$ cat config.mk
export PLATFORM = sky130hd
export DESIGN_NAME = rip_packet_parser_flat
export DESIGN_NICKNAME = d
export VERILOG_FILES = /design/src/hdl/rpp_pkg.sv /design/src/hdl/rpp_if.sv /design/src/hdl/rpp_parser.sv /design/src/hdl/rpp_out_buf.sv /design/src/hdl/rip_packet_parser.sv /design/src/flat_wrapper.sv
export SDC_FILE = /design/constraint.sdc
export NUM_CORES = 1
export LEC_CHECK = 0
export BUFFER_PORTS_ARGS = -buffer_cell sky130_fd_sc_hd__buf_4
export CAP_MARGIN = 20
export CORE_AREA = 2 2 232 234
export DETAILED_ROUTE_END_ITERATION = 10
export DIE_AREA = 0 0 234 236
export PLACE_DENSITY_LB_ADDON = 0.25
export SYNTH_ARGS = -nofsm -noshare
export SYNTH_HDL_FRONTEND = slang
export SYNTH_SLANG_ARGS = --single-unit
export TNS_END_PERCENT = 5
$ cat constraint.sdc
create_clock -name clk -period 9.2 [get_ports clk]
set_input_delay 1.38 -clock clk [delete_from_list [all_inputs] [get_ports clk]]
set_output_delay 1.38 -clock clk [all_outputs]
set_load 0.02 [all_outputs]
$ cat src/hdl/rpp_pkg.sv
// shared types and constants for the rip packet parser
// no dependencies
`default_nettype none

package rpp_pkg;

    localparam int HEADER_BYTES    = 4;
    localparam int ENTRY_BYTES     = 20;
    localparam int PASSWORD_BYTES  = 16;
    localparam int AUTH_PASS_START = 4;

    localparam int CFG_INDEX_W = 2;
    localparam int CFG_DATA_W  = 64;

    localparam logic [CFG_INDEX_W-1:0] CFG_AUTH_ENABLE   = 2'd0;
    localparam logic [CFG_INDEX_W-1:0] CFG_PASSWORD_HIGH = 2'd1;
    localparam logic [CFG_INDEX_W-1:0] CFG_PASSWORD_LOW  = 2'd2;

    localparam logic [9:0]  COUNT_CEILING = 10'd1023;
    localparam logic [15:0] AUTH_FAMILY   = 16'hFFFF;
    localparam logic [15:0] AUTH_TYPE     = 16'd2;

    localparam logic KIND_ROUTE  = 1'b0;
    localparam logic KIND_STATUS = 1'b1;

    typedef enum logic [1:0] {
        STATUS_OK,
        STATUS_TOO_SHORT,
        STATUS_PARTIAL,
        STATUS_AUTH_FAILED
    } status_t;

    typedef struct packed {
        logic        kind;
        logic [7:0]  command;
        logic [7:0]  version;
        logic [15:0] address_family;
        logic [15:0] route_tag;
        logic [31:0] ip_address;
        logic [31:0] subnet_mask;
        logic [31:0] next_hop;
        logic [31:0] metric;
        logic        mask_valid;
        status_t     status;
        logic        end_of_run;
    } result_t;

    // results handed from the parser to the output buffer
    typedef struct packed {
        logic    push_a;
        logic    push_b;
        result_t res_a;
        result_t res_b;
    } push_t;

    // free space in the output buffer
    typedef struct packed {
        logic one;
        logic two;
    } room_t;

endpackage

`default_nettype wire

$ cat src/hdl/rpp_if.sv
// valid/ready channel interfaces for the rip packet parser
// depends on rpp_pkg for the status type
`default_nettype none

interface rpp_byte_if;
    logic       valid;
    logic       ready;
    logic [7:0] data_byte;
    logic       last_byte;

    modport source (output valid, output data_byte, output last_byte, input ready);
    modport sink   (input valid, input data_byte, input last_byte, output ready);
endinterface

interface rpp_result_if;
    logic                 valid;
    logic                 ready;
    logic                 kind;
    logic [7:0]           command;
    logic [7:0]           version;
    logic [15:0]          address_family;
    logic [15:0]          route_tag;
    logic [31:0]          ip_address;
    logic [31:0]          subnet_mask;
    logic [31:0]          next_hop;
    logic [31:0]          metric;
    logic                 mask_valid;
    rpp_pkg::status_t     status;
    logic                 end_of_run;

    modport source (output valid, output kind, output command, output version,
                    output address_family, output route_tag, output ip_address,
                    output subnet_mask, output next_hop, output metric,
                    output mask_valid, output status, output end_of_run, input ready);
    modport sink   (input valid, input kind, input command, input version,
                    input address_family, input route_tag, input ip_address,
                    input subnet_mask, input next_hop, input metric,
                    input mask_valid, input status, input end_of_run, output ready);
endinterface

`default_nettype wire

$ cat src/hdl/rpp_parser.sv
// input word register, packet state and per-byte parse logic
// depends on rpp_pkg and rpp_byte_if
`default_nettype none

module rpp_parser
    import rpp_pkg::*;
(
    input  wire logic                   clk,
    input  wire logic                   rst_n,
    input  wire logic                   cfg_write,
    input  wire logic [CFG_INDEX_W-1:0] cfg_index,
    input  wire logic [CFG_DATA_W-1:0]  cfg_data,
    rpp_byte_if.sink                    packet,
    input  wire room_t                  room,
    output push_t                       push
);

    // configuration
    logic         auth_enable_reg;
    logic [127:0] password_reg;

    // input word register
    logic       s1_valid_reg;
    logic [7:0] s1_byte_reg;
    logic       s1_last_reg;

    // packet state
    logic [9:0]   byte_count_reg, byte_count_next;
    logic [7:0]   command_reg, command_next;
    logic [7:0]   version_reg, version_next;
    logic [151:0] entry_sr_reg;
    logic [4:0]   entry_offset_reg, entry_offset_next;
    logic         pw_equal_reg, pw_equal_next;
    logic         pw_ended_reg, pw_ended_next;
    logic         auth_failed_reg, auth_failed_next;

    logic [7:0]   b;
    logic         in_header;
    logic [4:0]   off_eff;
    logic [4:0]   pass_off;
    logic [3:0]   pass_idx;
    logic [7:0]   cfg_byte;
    logic         compare_en;
    logic         entry_done;
    logic         auth_check;
    logic         auth_bad;
    logic         route_emit;
    logic         need_one, need_two, fire;
    logic [159:0] entry;
    logic [31:0]  mask_inv;
    logic [31:0]  mask_inv_inc;
    status_t      status_val;
    result_t      route_res, status_res;

    assign b = s1_byte_reg;

    always_comb
    begin
        byte_count_next = (byte_count_reg < COUNT_CEILING) ? byte_count_reg + 10'd1
                                                            : byte_count_reg;
        in_header  = byte_count_reg < 10'(HEADER_BYTES);
        off_eff    = (entry_offset_reg >= 5'(ENTRY_BYTES)) ? 5'd0 : entry_offset_reg;
        pass_off   = off_eff - 5'(AUTH_PASS_START);
        pass_idx   = pass_off[3:0];
        // byte 0 of the password sits in the top bits
        cfg_byte   = password_reg[{~pass_idx, 3'b000} +: 8];
        compare_en = !in_header && (byte_count_reg < 10'(HEADER_BYTES + ENTRY_BYTES))
                     && (off_eff >= 5'(AUTH_PASS_START))
                     && (off_eff < 5'(AUTH_PASS_START + PASSWORD_BYTES))
                     && !pw_ended_reg;
        pw_equal_next = pw_equal_reg && !(compare_en && (b != cfg_byte));
        pw_ended_next = pw_ended_reg || (compare_en && (b == cfg_byte) && (b == 8'd0));

        entry_done = !in_header && (off_eff == 5'(ENTRY_BYTES - 1));
        entry      = {entry_sr_reg, b};
        auth_check = entry_done && auth_enable_reg
                     && (byte_count_reg == 10'(HEADER_BYTES + ENTRY_BYTES - 1));
        auth_bad   = (entry[159:144] != AUTH_FAMILY) || (entry[143:128] != AUTH_TYPE)
                     || !pw_equal_next;
        auth_failed_next = auth_failed_reg || (auth_check && auth_bad);
        route_emit = entry_done && !auth_check && !auth_failed_reg;

        if (in_header)
            entry_offset_next = entry_offset_reg;
        else if (entry_done)
            entry_offset_next = 5'd0;
        else
            entry_offset_next = off_eff + 5'd1;

        command_next = (byte_count_reg == 10'd0) ? b : command_reg;
        version_next = (byte_count_reg == 10'd1) ? b : version_reg;

        priority if (byte_count_next < 10'(HEADER_BYTES))
            status_val = STATUS_TOO_SHORT;
        else if (entry_offset_next != 5'd0)
            status_val = STATUS_PARTIAL;
        else if (auth_enable_reg && (auth_failed_next
                 || byte_count_next < 10'(HEADER_BYTES + ENTRY_BYTES)))
            status_val = STATUS_AUTH_FAILED;
        else
            status_val = STATUS_OK;

        mask_inv     = ~entry[95:64];
        mask_inv_inc = mask_inv + 32'd1;

        route_res                = '0;
        route_res.kind           = KIND_ROUTE;
        route_res.command        = command_next;
        route_res.version        = version_next;
        route_res.address_family = entry[159:144];
        route_res.route_tag      = entry[143:128];
        route_res.ip_address     = entry[127:96];
        route_res.subnet_mask    = entry[95:64];
        route_res.next_hop       = entry[63:32];
        route_res.metric         = entry[31:0];
        route_res.mask_valid     = (mask_inv & mask_inv_inc) == 32'd0;
        route_res.status         = STATUS_OK;
        route_res.end_of_run     = !s1_last_reg;

        status_res            = '0;
        status_res.kind       = KIND_STATUS;
        status_res.command    = command_next;
        status_res.version    = version_next;
        status_res.status     = status_val;
        status_res.end_of_run = 1'b1;

        need_two = route_emit && s1_last_reg;
        need_one = route_emit || s1_last_reg;
        if (need_two)
            fire = s1_valid_reg && room.two;
        else if (need_one)
            fire = s1_valid_reg && room.one;
        else
            fire = s1_valid_reg;

        push.push_a = fire && need_one;
        push.push_b = fire && need_two;
        push.res_a  = route_emit ? route_res : status_res;
        push.res_b  = status_res;
    end

    assign packet.ready = !s1_valid_reg || fire;

    always_ff @(posedge clk or negedge rst_n)
    begin
        if (!rst_n)
        begin
            auth_enable_reg <= 1'b0;
            password_reg    <= '0;
        end
        else if (cfg_write)
        begin
            unique case (cfg_index)
                CFG_AUTH_ENABLE:   auth_enable_reg       <= cfg_data[0];
                CFG_PASSWORD_HIGH: password_reg[127:64]  <= cfg_data;
                CFG_PASSWORD_LOW:  password_reg[63:0]    <= cfg_data;
                default:           ;
            endcase
        end
    end

    always_ff @(posedge clk or negedge rst_n)
    begin
        if (!rst_n)
            s1_valid_reg <= 1'b0;
        else if (packet.ready)
            s1_valid_reg <= packet.valid;
    end

    always_ff @(posedge clk)
    begin
        if (packet.valid && packet.ready)
        begin
            s1_byte_reg <= packet.data_byte;
            s1_last_reg <= packet.last_byte;
        end
        if (fire && !in_header)
            entry_sr_reg <= {entry_sr_reg[143:0], b};
    end

    always_ff @(posedge clk or negedge rst_n)
    begin
        if (!rst_n)
        begin
            byte_count_reg   <= '0;
            command_reg      <= '0;
            version_reg      <= '0;
            entry_offset_reg <= '0;
            pw_equal_reg     <= 1'b1;
            pw_ended_reg     <= 1'b0;
            auth_failed_reg  <= 1'b0;
        end
        else if (fire)
        begin
            if (s1_last_reg)
            begin
                byte_count_reg   <= '0;
                command_reg      <= '0;
                version_reg      <= '0;
                entry_offset_reg <= '0;
                pw_equal_reg     <= 1'b1;
                pw_ended_reg     <= 1'b0;
                auth_failed_reg  <= 1'b0;
            end
            else
            begin
                byte_count_reg   <= byte_count_next;
                command_reg      <= command_next;
                version_reg      <= version_next;
                entry_offset_reg <= entry_offset_next;
                pw_equal_reg     <= pw_equal_next;
                pw_ended_reg     <= pw_ended_next;
                auth_failed_reg  <= auth_failed_next;
            end
        end
    end

endmodule

`default_nettype wire

$ cat src/hdl/rpp_out_buf.sv
// two-entry result buffer in front of the result channel
// depends on rpp_pkg and rpp_result_if
`default_nettype none

module rpp_out_buf
    import rpp_pkg::*;
(
    input  wire logic  clk,
    input  wire logic  rst_n,
    input  wire push_t push,
    output room_t      room,
    rpp_result_if.source result
);

    logic [1:0] count_reg, count_next;
    logic [1:0] count_left;
    result_t    head_reg, head_next;
    result_t    tail_reg, tail_next;
    logic       pop;

    assign pop      = result.valid && result.ready;
    assign room.one = count_reg != 2'd2;
    assign room.two = count_reg == 2'd0;

    always_comb
    begin
        count_left = count_reg - {1'b0, pop};
        head_next  = pop ? tail_reg : head_reg;
        tail_next  = tail_reg;
        if (push.push_a)
        begin
            if (count_left == 2'd0)
                head_next = push.res_a;
            else
                tail_next = push.res_a;
        end
        if (push.push_b)
            tail_next = push.res_b;
        count_next = count_left + {1'b0, push.push_a} + {1'b0, push.push_b};
    end

    always_ff @(posedge clk or negedge rst_n)
    begin
        if (!rst_n)
            count_reg <= '0;
        else
            count_reg <= count_next;
    end

    always_ff @(posedge clk)
    begin
        head_reg <= head_next;
        tail_reg <= tail_next;
    end

    assign result.valid          = count_reg != 2'd0;
    assign result.kind           = head_reg.kind;
    assign result.command        = head_reg.command;
    assign result.version        = head_reg.version;
    assign result.address_family = head_reg.address_family;
    assign result.route_tag      = head_reg.route_tag;
    assign result.ip_address     = head_reg.ip_address;
    assign result.subnet_mask    = head_reg.subnet_mask;
    assign result.next_hop       = head_reg.next_hop;
    assign result.metric         = head_reg.metric;
    assign result.mask_valid     = head_reg.mask_valid;
    assign result.status         = head_reg.status;
    assign result.end_of_run     = head_reg.end_of_run;

endmodule

`default_nettype wire

$ cat src/hdl/rip_packet_parser.sv
// rip packet parser: byte in, route entry and packet status words out
// a byte is held in the input word register, its result words in the result buffer
// throughput: one byte per cycle while the buffer has room; a byte that closes an entry
//   and the packet gives two words, and the next byte needing a slot right after it
//   waits, since free slots come from the registered fill count of the two-entry buffer
// reset: rst_n clears configuration, packet state and all valid flags at once
`default_nettype none

module rip_packet_parser
    import rpp_pkg::*;
(
    input  wire logic                   clk,
    input  wire logic                   rst_n,
    input  wire logic                   cfg_write,
    input  wire logic [CFG_INDEX_W-1:0] cfg_index,
    input  wire logic [CFG_DATA_W-1:0]  cfg_data,
    rpp_byte_if.sink                    packet,
    rpp_result_if.source                result
);

    // results from the parse stage into the buffer
    push_t push;
    // free slots the buffer reports back, taken from its registered fill count
    room_t room;

    // input word register plus the per-byte parse logic; header latch,
    // streaming password compare on the first entry, entry shift register,
    // auth check and end-of-packet status all sit here
    rpp_parser u_parser (
        .clk       (clk),
        .rst_n     (rst_n),
        .cfg_write (cfg_write),
        .cfg_index (cfg_index),
        .cfg_data  (cfg_data),
        .packet    (packet),
        .room      (room),
        .push      (push)
    );

    // result register: two entries so a route word and a status word from
    // the same byte can both land, and the input keeps flowing while the
    // sink stalls for one word
    rpp_out_buf u_out_buf (
        .clk    (clk),
        .rst_n  (rst_n),
        .push   (push),
        .room   (room),
        .result (result)
    );

endmodule

`default_nettype wire

$ cat src/flat_wrapper.sv
// flat-port wrapper written by rule: the top's interface ports become plain ports
module rip_packet_parser_flat import rpp_pkg::*;
  (clk, rst_n, cfg_write, cfg_index, cfg_data, packet_valid, packet_data_byte, packet_last_byte, packet_ready, result_valid, result_kind, result_command, result_version, result_address_family, result_route_tag, result_ip_address, result_subnet_mask, result_next_hop, result_metric, result_mask_valid, result_status, result_end_of_run, result_ready);
  rpp_byte_if packet_i ();
  rpp_result_if result_i ();
  input  wire logic clk;
  input  wire logic rst_n;
  input  wire logic cfg_write;
  input  wire logic [CFG_INDEX_W-1:0] cfg_index;
  input  wire logic [CFG_DATA_W-1:0] cfg_data;
  input wire logic [$bits(packet_i.valid)-1:0] packet_valid;
  input wire logic [$bits(packet_i.data_byte)-1:0] packet_data_byte;
  input wire logic [$bits(packet_i.last_byte)-1:0] packet_last_byte;
  output wire logic [$bits(packet_i.ready)-1:0] packet_ready;
  output wire logic [$bits(result_i.valid)-1:0] result_valid;
  output wire logic [$bits(result_i.kind)-1:0] result_kind;
  output wire logic [$bits(result_i.command)-1:0] result_command;
  output wire logic [$bits(result_i.version)-1:0] result_version;
  output wire logic [$bits(result_i.address_family)-1:0] result_address_family;
  output wire logic [$bits(result_i.route_tag)-1:0] result_route_tag;
  output wire logic [$bits(result_i.ip_address)-1:0] result_ip_address;
  output wire logic [$bits(result_i.subnet_mask)-1:0] result_subnet_mask;
  output wire logic [$bits(result_i.next_hop)-1:0] result_next_hop;
  output wire logic [$bits(result_i.metric)-1:0] result_metric;
  output wire logic [$bits(result_i.mask_valid)-1:0] result_mask_valid;
  output wire logic [$bits(result_i.status)-1:0] result_status;
  output wire logic [$bits(result_i.end_of_run)-1:0] result_end_of_run;
  input wire logic [$bits(result_i.ready)-1:0] result_ready;
  assign packet_i.valid = packet_valid;
  assign packet_i.data_byte = packet_data_byte;
  assign packet_i.last_byte = packet_last_byte;
  assign packet_ready = packet_i.ready;
  assign result_valid = result_i.valid;
  assign result_kind = result_i.kind;
  assign result_command = result_i.command;
  assign result_version = result_i.version;
  assign result_address_family = result_i.address_family;
  assign result_route_tag = result_i.route_tag;
  assign result_ip_address = result_i.ip_address;
  assign result_subnet_mask = result_i.subnet_mask;
  assign result_next_hop = result_i.next_hop;
  assign result_metric = result_i.metric;
  assign result_mask_valid = result_i.mask_valid;
  assign result_status = result_i.status;
  assign result_end_of_run = result_i.end_of_run;
  assign result_i.ready = result_ready;
  rip_packet_parser u_core (.clk(clk), .rst_n(rst_n), .cfg_write(cfg_write), .cfg_index(cfg_index), .cfg_data(cfg_data), .packet(packet_i), .result(result_i));
endmodule
Word level (Yosys, flattened, before mapping)
Index checks and enable logic that the tools add are counted.

storage, ports and cells
  register bits after elaboration = 689
  output and inout bits = 183
  logic and storage cells = 147

operators by class
  add/subtract/negate cells = 7
  order comparisons = 8
  eq/ne operators = 11
  shift-type cells = 1
  mux-type cells = 25
  bitwise gates (word level) = 4
  reductions and logical operators = 52

operator list
  operator                                                                   number
  181-bit two-way mux                                                        4
  180-bit two-way mux                                                        3
  128-bit by 8-bit indexed part select with 8-bit output                     1
  32-bit by 1-bit adder with 32-bit output (second input constant)           1
  32-bit bitwise AND                                                         1
  32-bit zero test                                                           1
  8-bit two-way mux                                                          4
  32-bit inverter                                                            1
  1-bit logical AND                                                          23
  10-bit by 3-bit < comparator with 1-bit output (second input constant)     2
  10-bit by 5-bit < comparator with 1-bit output (second input constant)     2
  10-bit two-way mux                                                         2
  5-bit two-way mux                                                          4
  16-bit inequality test (second input constant)                             1
  16-bit by 2-bit inequality test with 1-bit output (second input constant)  1
  10-bit by 1-bit adder with 10-bit output (second input constant)           1
  10-bit by 1-bit equality test with 1-bit output (second input constant)    1
  10-bit by 5-bit equality test with 1-bit output (second input constant)    1
  10-bit zero test                                                           1
  10-bit < comparator (second input constant)                                1
  2-bit AND reduction                                                        5
  8-bit equality test                                                        1
  1-bit zero test                                                            8
  8-bit zero test                                                            1
  20 further kinds                                                           37

Depth between registers and ports, before layout
Gate-level depths: netlist of the first run.

  depth after elaboration = 22
  gate-level depth with buffers = 17

Hierarchy
From an unflattened synthesis of the first run, not the netlist that was laid out.

second synthesis, totals
  cells, all modules = 2,384
  area total of the unflattened synthesis = 32,849.0 µm²

by module, submodules not included
  module       times used  cells an instance  area an instance (µm²)  sequential area each (µm²)
  rpp_parser   1           1,401              16,604.7                8,939.8
  rpp_out_buf  1           983                16,244.3                9,108.7

Least setup slack after synthesis of the first run
OpenSTA, ideal clock, no wires.

  path type = register to register
  start point = reg u_core.u_parser.entry_offset_reg[2]
  end point = reg u_core.u_parser.entry_offset_reg[1]
  arrival time = 9.634 ns
  data required time = 9.094 ns
  slack = -0.540 ns
  stages on the path, launching flop included = 15
  path buffers = 3
  period minus slack after synthesis = 9.740 ns
  path through = dfrtp_1 -> clkbuf_1 -> nor2b_1 -> inv_1 -> clkbuf_1 -> clkbuf_1 -> ha_1 -> nand2_1 -> or4_1 -> a211oi_4 -> a21boi_1 -> o221ai_1 -> nor2_1 -> a22oi_1 -> o22ai_1

between the ends
  word-level cells in the longest chain between the ends = 12
  elaborated cells between the ends (all ways) = 17
  classes of those cells = 1 x add/sub; 1 x order compare; 1 x eq/ne; 6 x mux; 8 x reduce/logical

RTL lines
  what                               RTL line           RTL
  start, declared                    rpp_parser.sv:32   logic [4:0] entry_offset_reg, entry_offset_next;
  start signal, assigned             rpp_parser.sv:210  entry_offset_reg <= entry_offset_next;
  5-bit greater-or-equal comparator  rpp_parser.sv:62   off_eff = (entry_offset_reg >= 5'(ENTRY_BYTES)) ? 5'd0 : entry_offset_reg;
  5-bit two-way mux *                rpp_parser.sv:62
  5-bit equality test                rpp_parser.sv:74   entry_done = !in_header && (off_eff == 5'(ENTRY_BYTES - 1));
  1-bit logical AND                  rpp_parser.sv:74
  1-bit logical AND                  rpp_parser.sv:76   auth_check = entry_done && auth_enable_reg
  1-bit logical AND                  rpp_parser.sv:77   && (byte_count_reg == 10'(HEADER_BYTES + ENTRY_BYTES - 1));
  1-bit zero test                    rpp_parser.sv:81   route_emit = entry_done && !auth_check && !auth_failed_reg;
  1-bit logical AND (2 in a row)     rpp_parser.sv:81
  1-bit logical OR                   rpp_parser.sv:128  need_one = route_emit || s1_last_reg;
  1-bit two-way mux                  rpp_parser.sv:131  else if (need_one)
  1-bit two-way mux                  rpp_parser.sv:129  if (need_two)

Every way passes the cells marked *; elsewhere a longest branch is shown, timed or not.
A chain may end at the register's enable or synchronous reset.

Worst setup path after layout of the first run
  start point = reg u_core.u_parser.entry_offset_reg[4]
  end point = out packet_ready

between the ends
  word-level cells in the longest chain between the ends = 13
  elaborated cells between the ends (all ways) = 14
  classes of those cells = 1 x order compare; 1 x eq/ne; 3 x mux; 9 x reduce/logical

RTL lines
  what                               RTL line            RTL
  5-bit greater-or-equal comparator  rpp_parser.sv:62
  5-bit two-way mux *                rpp_parser.sv:62
  5-bit equality test *              rpp_parser.sv:74
  1-bit logical AND *                rpp_parser.sv:74
  1-bit logical AND                  rpp_parser.sv:76
  1-bit logical AND                  rpp_parser.sv:77
  1-bit zero test                    rpp_parser.sv:81
  1-bit logical AND * (2 in a row)   rpp_parser.sv:81
  1-bit logical OR                   rpp_parser.sv:128
  1-bit two-way mux                  rpp_parser.sv:131
  1-bit two-way mux *                rpp_parser.sv:129
  1-bit logical OR *                 rpp_parser.sv:142   assign packet.ready = !s1_valid_reg || fire;
  end, declared                      flat_wrapper.sv:14  output wire logic [$bits(packet_i.ready)-1:0] packet_ready;

Marks and branches as above.

==> impl_metrics.py, run 1 <==
metrics = {
    "status": {
        "status": "completed",
    },
    "cts": {
        "clockBufferDepth": 3,
        "cts_resized": 0,
        "post_cts_buffers": 0,
        "cts-htree-levels": 3,
        "cts_made_buffers": 71,
        "clk_pin_slew_ns": 0.06,
        "insertion_delay_ns": 0.60,
        "cts_tree": "built",
        "cts-root-buf": "clkbuf_16",
        "cts_sinks": 689,
        "hold_buffers": 0,
    },
    "critical_path": {
        "slowest_delay_ns": 0.90,
        "crit_path_end": "packet_ready",
        "cp_data_arrival_time_ns": 5.23,
        "critPathLaunch": "u_core.u_parser.entry_offset_reg[4]$_DFFE_PN0P_",
        "cp_data_required_time_ns": 7.82,
        "cp-start-kind": "flop",
        "r2r_cells": 13,
        "crit_slowest_cell": "dfrtp_1",
        "r2r_end": "u_core.u_out_buf.result.ip_address[24]$_DFF_P_",
        "cp_max_fo": 50,
        "end_kind": "output port",
        "crit_chain": "nor2b_1, inv_1, ha_1, nand2_1, or4_1, a211o_1, o221ai_4, buf_4, nand2_1, buf_4",
        "r2r_start": "u_core.u_parser.entry_offset_reg[4]$_DFFE_PN0P_",
        "rrSetupSlack_ns": 3.12,
        "timing_worst_setup_path_type": "reg2out",
    },
    "synth": {
        "syn-num-nets": 2762,
        "synth_area_leaders": "dfxtp_1 (25%), edfxtp_1 (19%), dfrtp_1 (15%)",
        "synth_area_mm2": 0.0277,
        "synth_area_per_cell_um2": 10.3,
        "synth_edf_count": 179,
        "async_flop_share_pct": 24.1,
        "syn_inst": 2674,
        "yosys_warnings": 0,
        "synthFlopType": "dfxtp_1",
        "seq_area_frac_synth_pct": 59.3,
        "ys_seq_elements": 689,
        "synth_cell_types": 80,
        "post-synth-top-count-cell": "nand2_1",
        "yosys-top-cells-count": "nand2_1 (507), dfxtp_1 (344), a21oi_1 (303), edfxtp_1 (179), a31oi_1 (178)",
        "synth_top_area_cell": "dfxtp_1",
        "netlist.area_leader.share_pct": 24.9,
    },
    "place": {
        "dp_hpwl_mm": 45.1,
        "gp_congestion": 0.885,
        "placed_cells": 3434,
        "dp_slack_ns": 2.82,
        "port_buffers": 262,
        "dpl_cell_area_mm2": 0.0299,
    },
    "pwr": {
        "power_density_mw_per_mm2": 308,
        "irDropWorstVdd_uv": 138,
        "p_leak_nw": 12.6,
        "power_mw": 9.95,
    },
    "grt": {
        "antenna_found_initial": 0,
        "grt_overflow_total": 0,
        "grt_start_max_net_pins": 253,
        "grt_pass1_vias": 20387,
        "grt_pass1_wl_mm": 115,
        "grtUsageTotal_pct": 26.1,
    },
    "floorplan": {
        "start_util_pct": 52.1,
        "die_h_um": 236,
        "die_area_mm2": 0.0552,
        "fp.dieW_um": 234,
        "io_pins": 263,
        "rows": 85,
        "fp.coreArea_mm2": 0.0531,
    },
    "final_layout": {
        "area.growth.synth_to_final_pct": 16.7,
        "multi_input_comb_area_mm2": 0.0103,
        "n_fill_cell": 4244,
        "drive_gt1_share_pct": 19.5,
        "nets": 2902,
        "final_util_pct": 60.9,
        "final_cells": 3569,
        "largest_reg_flops": 181,
        "seqCellArea_mm2": 0.0164,
        "n_antenna_cell": 0,
        "final_cell_area_mm2": 0.0323,
    },
    "sta": {
        "final.setup.tns_ns": 0,
        "clock_skew_ns": 0.0221,
        "fmax_mhz": 151,
        "holdWs_ns": 0.454,
        "setup_slack_ns": 2.59,
        "worst_slew_pin_slew_ns": 1.42,
        "setup_viol": 0,
        "post-route-period-util_pct": 71.8,
        "min_period_ns": 6.61,
        "maxSlewViolCount": 0,
        "rsz0062_at_grt": "false",
        "hold_viol": 0,
        "slew_headroom_pct": 5.04,
    },
    "hold_path": {
        "min_path_type": "reg2reg",
    },
    "route": {
        "drcViolationCount": 0,
        "drtAntennaViolNets": 0,
        "dr.pass1.iters": 5,
        "vias_per_cell": 6.00,
        "wirelength_mm": 72.8,
        "num_vias": 21399,
        "drt-initial-drc-count": 1802,
        "wl_per_cell_um": 20.4,
    },
    "flow_run": {
        "drv_cap": 0,
    },
}
[metal layers]
metal / share of wire, % / vias to the layer above / global-route usage [%] / wire length (um)
met1: 45 / 10500 / 37.9 / 32600
met2: 46 / 855 / 39.6 / 33200
li1: - / 9936 / - / -
met5: 0 / - / 0 / 0
met4: 2.4 / 0 / 8.46 / 1770
met3: 7.2 / 108 / 4.51 / 5230
[layout by cell type, fill, tap and decap left out, types with 78 or more instances in the layout]
cell / Yosys / layout
nand2_1: 507 / 506
mux2_2: 138 / 138
buf_4: 3 / 284
dfrtp_1: 165 / 164
a31oi_1: 178 / 178
a21oi_1: 303 / 303
nor2_1: 79 / 78
nand3_1: 107 / 106
edfxtp_1: 179 / 179
dfxtp_1: 344 / 344
[how the worst min path moves through the flow]
stage,cells past startpoint,start,to
2_1_floorplan,1,u_core.u_out_buf.tail_reg[0]$_SDFFE_PP1P_,u_core.u_out_buf.tail_reg[0]$_SDFFE_PP1P_
3_3_place_gp,1,u_core.u_out_buf.tail_reg[0]$_SDFFE_PP1P_,u_core.u_out_buf.tail_reg[0]$_SDFFE_PP1P_
3_5_place_dp,1,u_core.u_out_buf.tail_reg[0]$_SDFFE_PP1P_,u_core.u_out_buf.tail_reg[0]$_SDFFE_PP1P_
4_1_cts,1,u_core.u_out_buf.tail_reg[0]$_SDFFE_PP1P_,u_core.u_out_buf.tail_reg[0]$_SDFFE_PP1P_
5_1_grt,2,u_core.u_out_buf.tail_reg[65]$_SDFFE_PP0P_,u_core.u_out_buf.tail_reg[65]$_SDFFE_PP0P_
6_report,2,u_core.u_out_buf.tail_reg[50]$_SDFFE_PP0P_,u_core.u_out_buf.tail_reg[50]$_SDFFE_PP0P_
[worst max-delay path: cells and delay by family (launching register included)]
kind,cells,cell delay [ns]
simple gates,4,1.30
compound gates,2,0.72
buf+inv,3,1.40
flops,1,0.90
fa+ha+maj,1,0.30
[power by group]
part           switching [mW]  internal [mW]  leakage [nW]  total, mW
logic                    1.76          0.998          5.00       2.76
clock network            1.18           1.68          1.15       2.86
registers               0.506           3.82          6.47       4.33
total                    3.45           6.50          12.6       9.95
[logic make-up after synthesis]
family	synth area share, %
muxes	7.25
AOI/OAI and AO/OA	16.3
xor gates and xnor gates	0.0950
buffers and inverters	3.79
adders and majority gates	0.389
and+or+nand+nor	12.8
DFF	59.3
[layout make-up]
class / count / share of cell area [%]
Sequential cell: 689 / 50.8
Multi-Input combinational cell: 1730 / 31.8
Timing Repair Buffer: 290 / 6.99
Clock buffer: 104 / 6.53
Tap cell: 696 / 2.70
Clock inverter: 28 / 0.756
Inverter: 32 / 0.387
Note: power is estimated with default switching activity, not from simulation.
==> inputs of run 2 (changes only) <==
Settings changed: CORE_AREA 2 2 232 234 to 2 2 220 222, DIE_AREA 0 0 234 236 to 0 0 222 224.
Clock period 9.2 ns to 6.7 ns, I/O delays scaled along.
==> run 2 against run 1 <==
  * Wire length grew 0.15%
  * Clock power grew 36%
  * Global-route usage grew 3.0 points
  * Clock skew grew 0.017 ns
  * Critical path type is now reg2reg
  * Largest cell class unchanged
==> impl_metrics.py, run 2 (synthesis gave the netlist of run 1 again) <==
metrics = {
    "sta": {
        "holdWs_ns": 0.447,
        "min_period_ns": 5.09,
        "clock_skew_ns": 0.0388,
        "slew_headroom_pct": 2.49,
        "final.setup.tns_ns": 0,
        "worst_slew_pin_slew_ns": 1.46,
        "rsz0062_at_grt": "false",
        "hold_viol": 0,
        "setup_viol": 0,
        "fmax_mhz": 197,
        "post-route-period-util_pct": 75.9,
        "maxSlewViolCount": 0,
        "setup_slack_ns": 1.61,
    },
    "grt": {
        "grt_overflow_total": 0,
        "grt_pass1_wl_mm": 116,
        "grt_start_max_net_pins": 253,
        "grt_pass1_vias": 20914,
        "grtUsageTotal_pct": 29.0,
        "antenna_found_initial": 1,
    },
    "final_layout": {
        "area.growth.synth_to_final_pct": 16.3,
        "n_antenna_cell": 0,
        "most-common-layout-cells": "nand2_1 (506), dfxtp_1 (344), a21oi_1 (303), buf_4 (289), edfxtp_1 (179)",
        "nets": 2906,
        "final_cells": 3491,
        "drive_gt1_share_pct": 19.8,
        "largest_reg_flops": 181,
        "final_common_cell": "nand2_1",
        "final_util_pct": 67.9,
        "final_cell_area_mm2": 0.0322,
    },
    "cts": {
        "cts_sinks": 689,
        "cts_tree": "built",
        "cts-htree-levels": 3,
        "cts_resized": 0,
        "clockBufferDepth": 3,
        "cts_made_buffers": 70,
        "post_cts_buffers": 0,
        "hold_buffers": 0,
        "clk_pin_slew_ns": 0.06,
        "cts-root-buf": "clkbuf_16",
        "insertion_delay_ns": 0.62,
    },
    "place": {
        "dp_hpwl_mm": 44.8,
        "dpl_cell_area_mm2": 0.0298,
        "port_buffers": 262,
        "placed_cells": 3360,
        "dp_slack_ns": 1.54,
        "gp_congestion": 0.876,
    },
    "route": {
        "num_vias": 21805,
        "vias_per_cell": 6.25,
        "drtAntennaViolNets": 0,
        "drcViolationCount": 0,
        "wl_per_cell_um": 20.9,
        "dr.pass1.iters": 6,
        "wirelength_mm": 72.9,
        "drt-initial-drc-count": 2352,
    },
    "floorplan": {
        "rows": 80,
        "fp.dieW_um": 222,
        "fp.coreArea_mm2": 0.0473,
        "die_area_mm2": 0.0497,
        "start_util_pct": 58.4,
        "io_pins": 263,
        "die_h_um": 224,
    },
    "critical_path": {
        "cp_data_required_time_ns": 7.07,
        "cp-start-kind": "flop",
        "critPathLaunch": "u_core.u_parser.entry_offset_reg[4]$_DFFE_PN0P_",
        "rrSetupSlack_ns": 1.61,
        "end_kind": "flop",
        "r2r_end": "u_core.u_out_buf.tail_reg[179]$_DFFE_PP_",
        "r2r_cells": 12,
        "r2r_start": "u_core.u_parser.entry_offset_reg[4]$_DFFE_PN0P_",
        "cp_max_fo": 34,
        "timing_worst_setup_path_type": "reg2reg",
        "cp_data_arrival_time_ns": 5.46,
    },
    "status": {
        "status": "completed",
    },
    "pwr": {
        "power_density_mw_per_mm2": 423,
        "irDropWorstVdd_uv": 304,
        "p_leak_nw": 12.6,
        "power_mw": 13.6,
    },
    "flow_run": {
        "drv_cap": 0,
    },
    "hold_path": {
        "min_path_type": "in2async",
    },
}
[run 2: changes by cell type in the layout (fill, tap and decap cells not counted), sizes merged]
| cell | delta |
|---|---|
| buf | +5 |
| clkbuf | -15 |
| clkinv | +12 |
| bufinv | +1 |
[run 2: power breakdown]
part           internal (mW)  switching, mW
registers               5.25          0.669
clock network           2.24           1.64
logic                   1.37           2.45
[run 2: per-layer routing]
metal | up-vias | track usage [%] | wire [um]
met5 | - | 0 | 0
met4 | 0 | 10.3 | 2030
met3 | 141 | 5.25 | 5670
met2 | 941 | 45.4 | 34000
met1 | 10771 | 40.9 | 31200
li1 | 9952 | - | -
[run 2: cell type report]
| type | instances | area, um^2 |
|---|---|---|
| timing repair buffer | 295 | 2290 |
| sequential | 689 | 16400 |
| fill | 3559 | 15200 |
| tap | 615 | 769 |
| inverter | 32 | 125 |
| multi-input combinational | 1730 | 10300 |
| clock buffer | 89 | 1960 |
| clock inverter | 41 | 332 |
[run 2: how the worst max path moves through the flow]
stage,end,slack [ns],depth (start not counted)
6_report,u_core.u_out_buf.tail_reg[179]$_DFFE_PP_,1.61,12
5_1_grt,u_core.u_out_buf.tail_reg[28]$_SDFFE_PP0P_,1.09,14
4_1_cts,u_core.u_out_buf.tail_reg[28]$_SDFFE_PP0P_,1.52,14
3_5_place_dp,u_core.u_out_buf.tail_reg[48]$_SDFFE_PP0P_,1.54,14
3_3_place_gp,u_core.u_out_buf.tail_reg[50]$_SDFFE_PP0P_,1.67,14
2_1_floorplan,u_core.u_parser.entry_offset_reg[1]$_DFFE_PN0P_,1.45,14
[run 2: critical path, cell delays in order, from the launching register on]
cell	delay (ns)
dfrtp_1	0.91
nor2b_1	0.10
buf_4	0.22
inv_1	0.09
ha_1	0.17
nand2_1	0.07
or4_1	0.60
a211o_1	0.50
o221a_1	0.61
and3_4	0.42
nor2_4	0.59
inv_2	0.35
and2_1	0.23
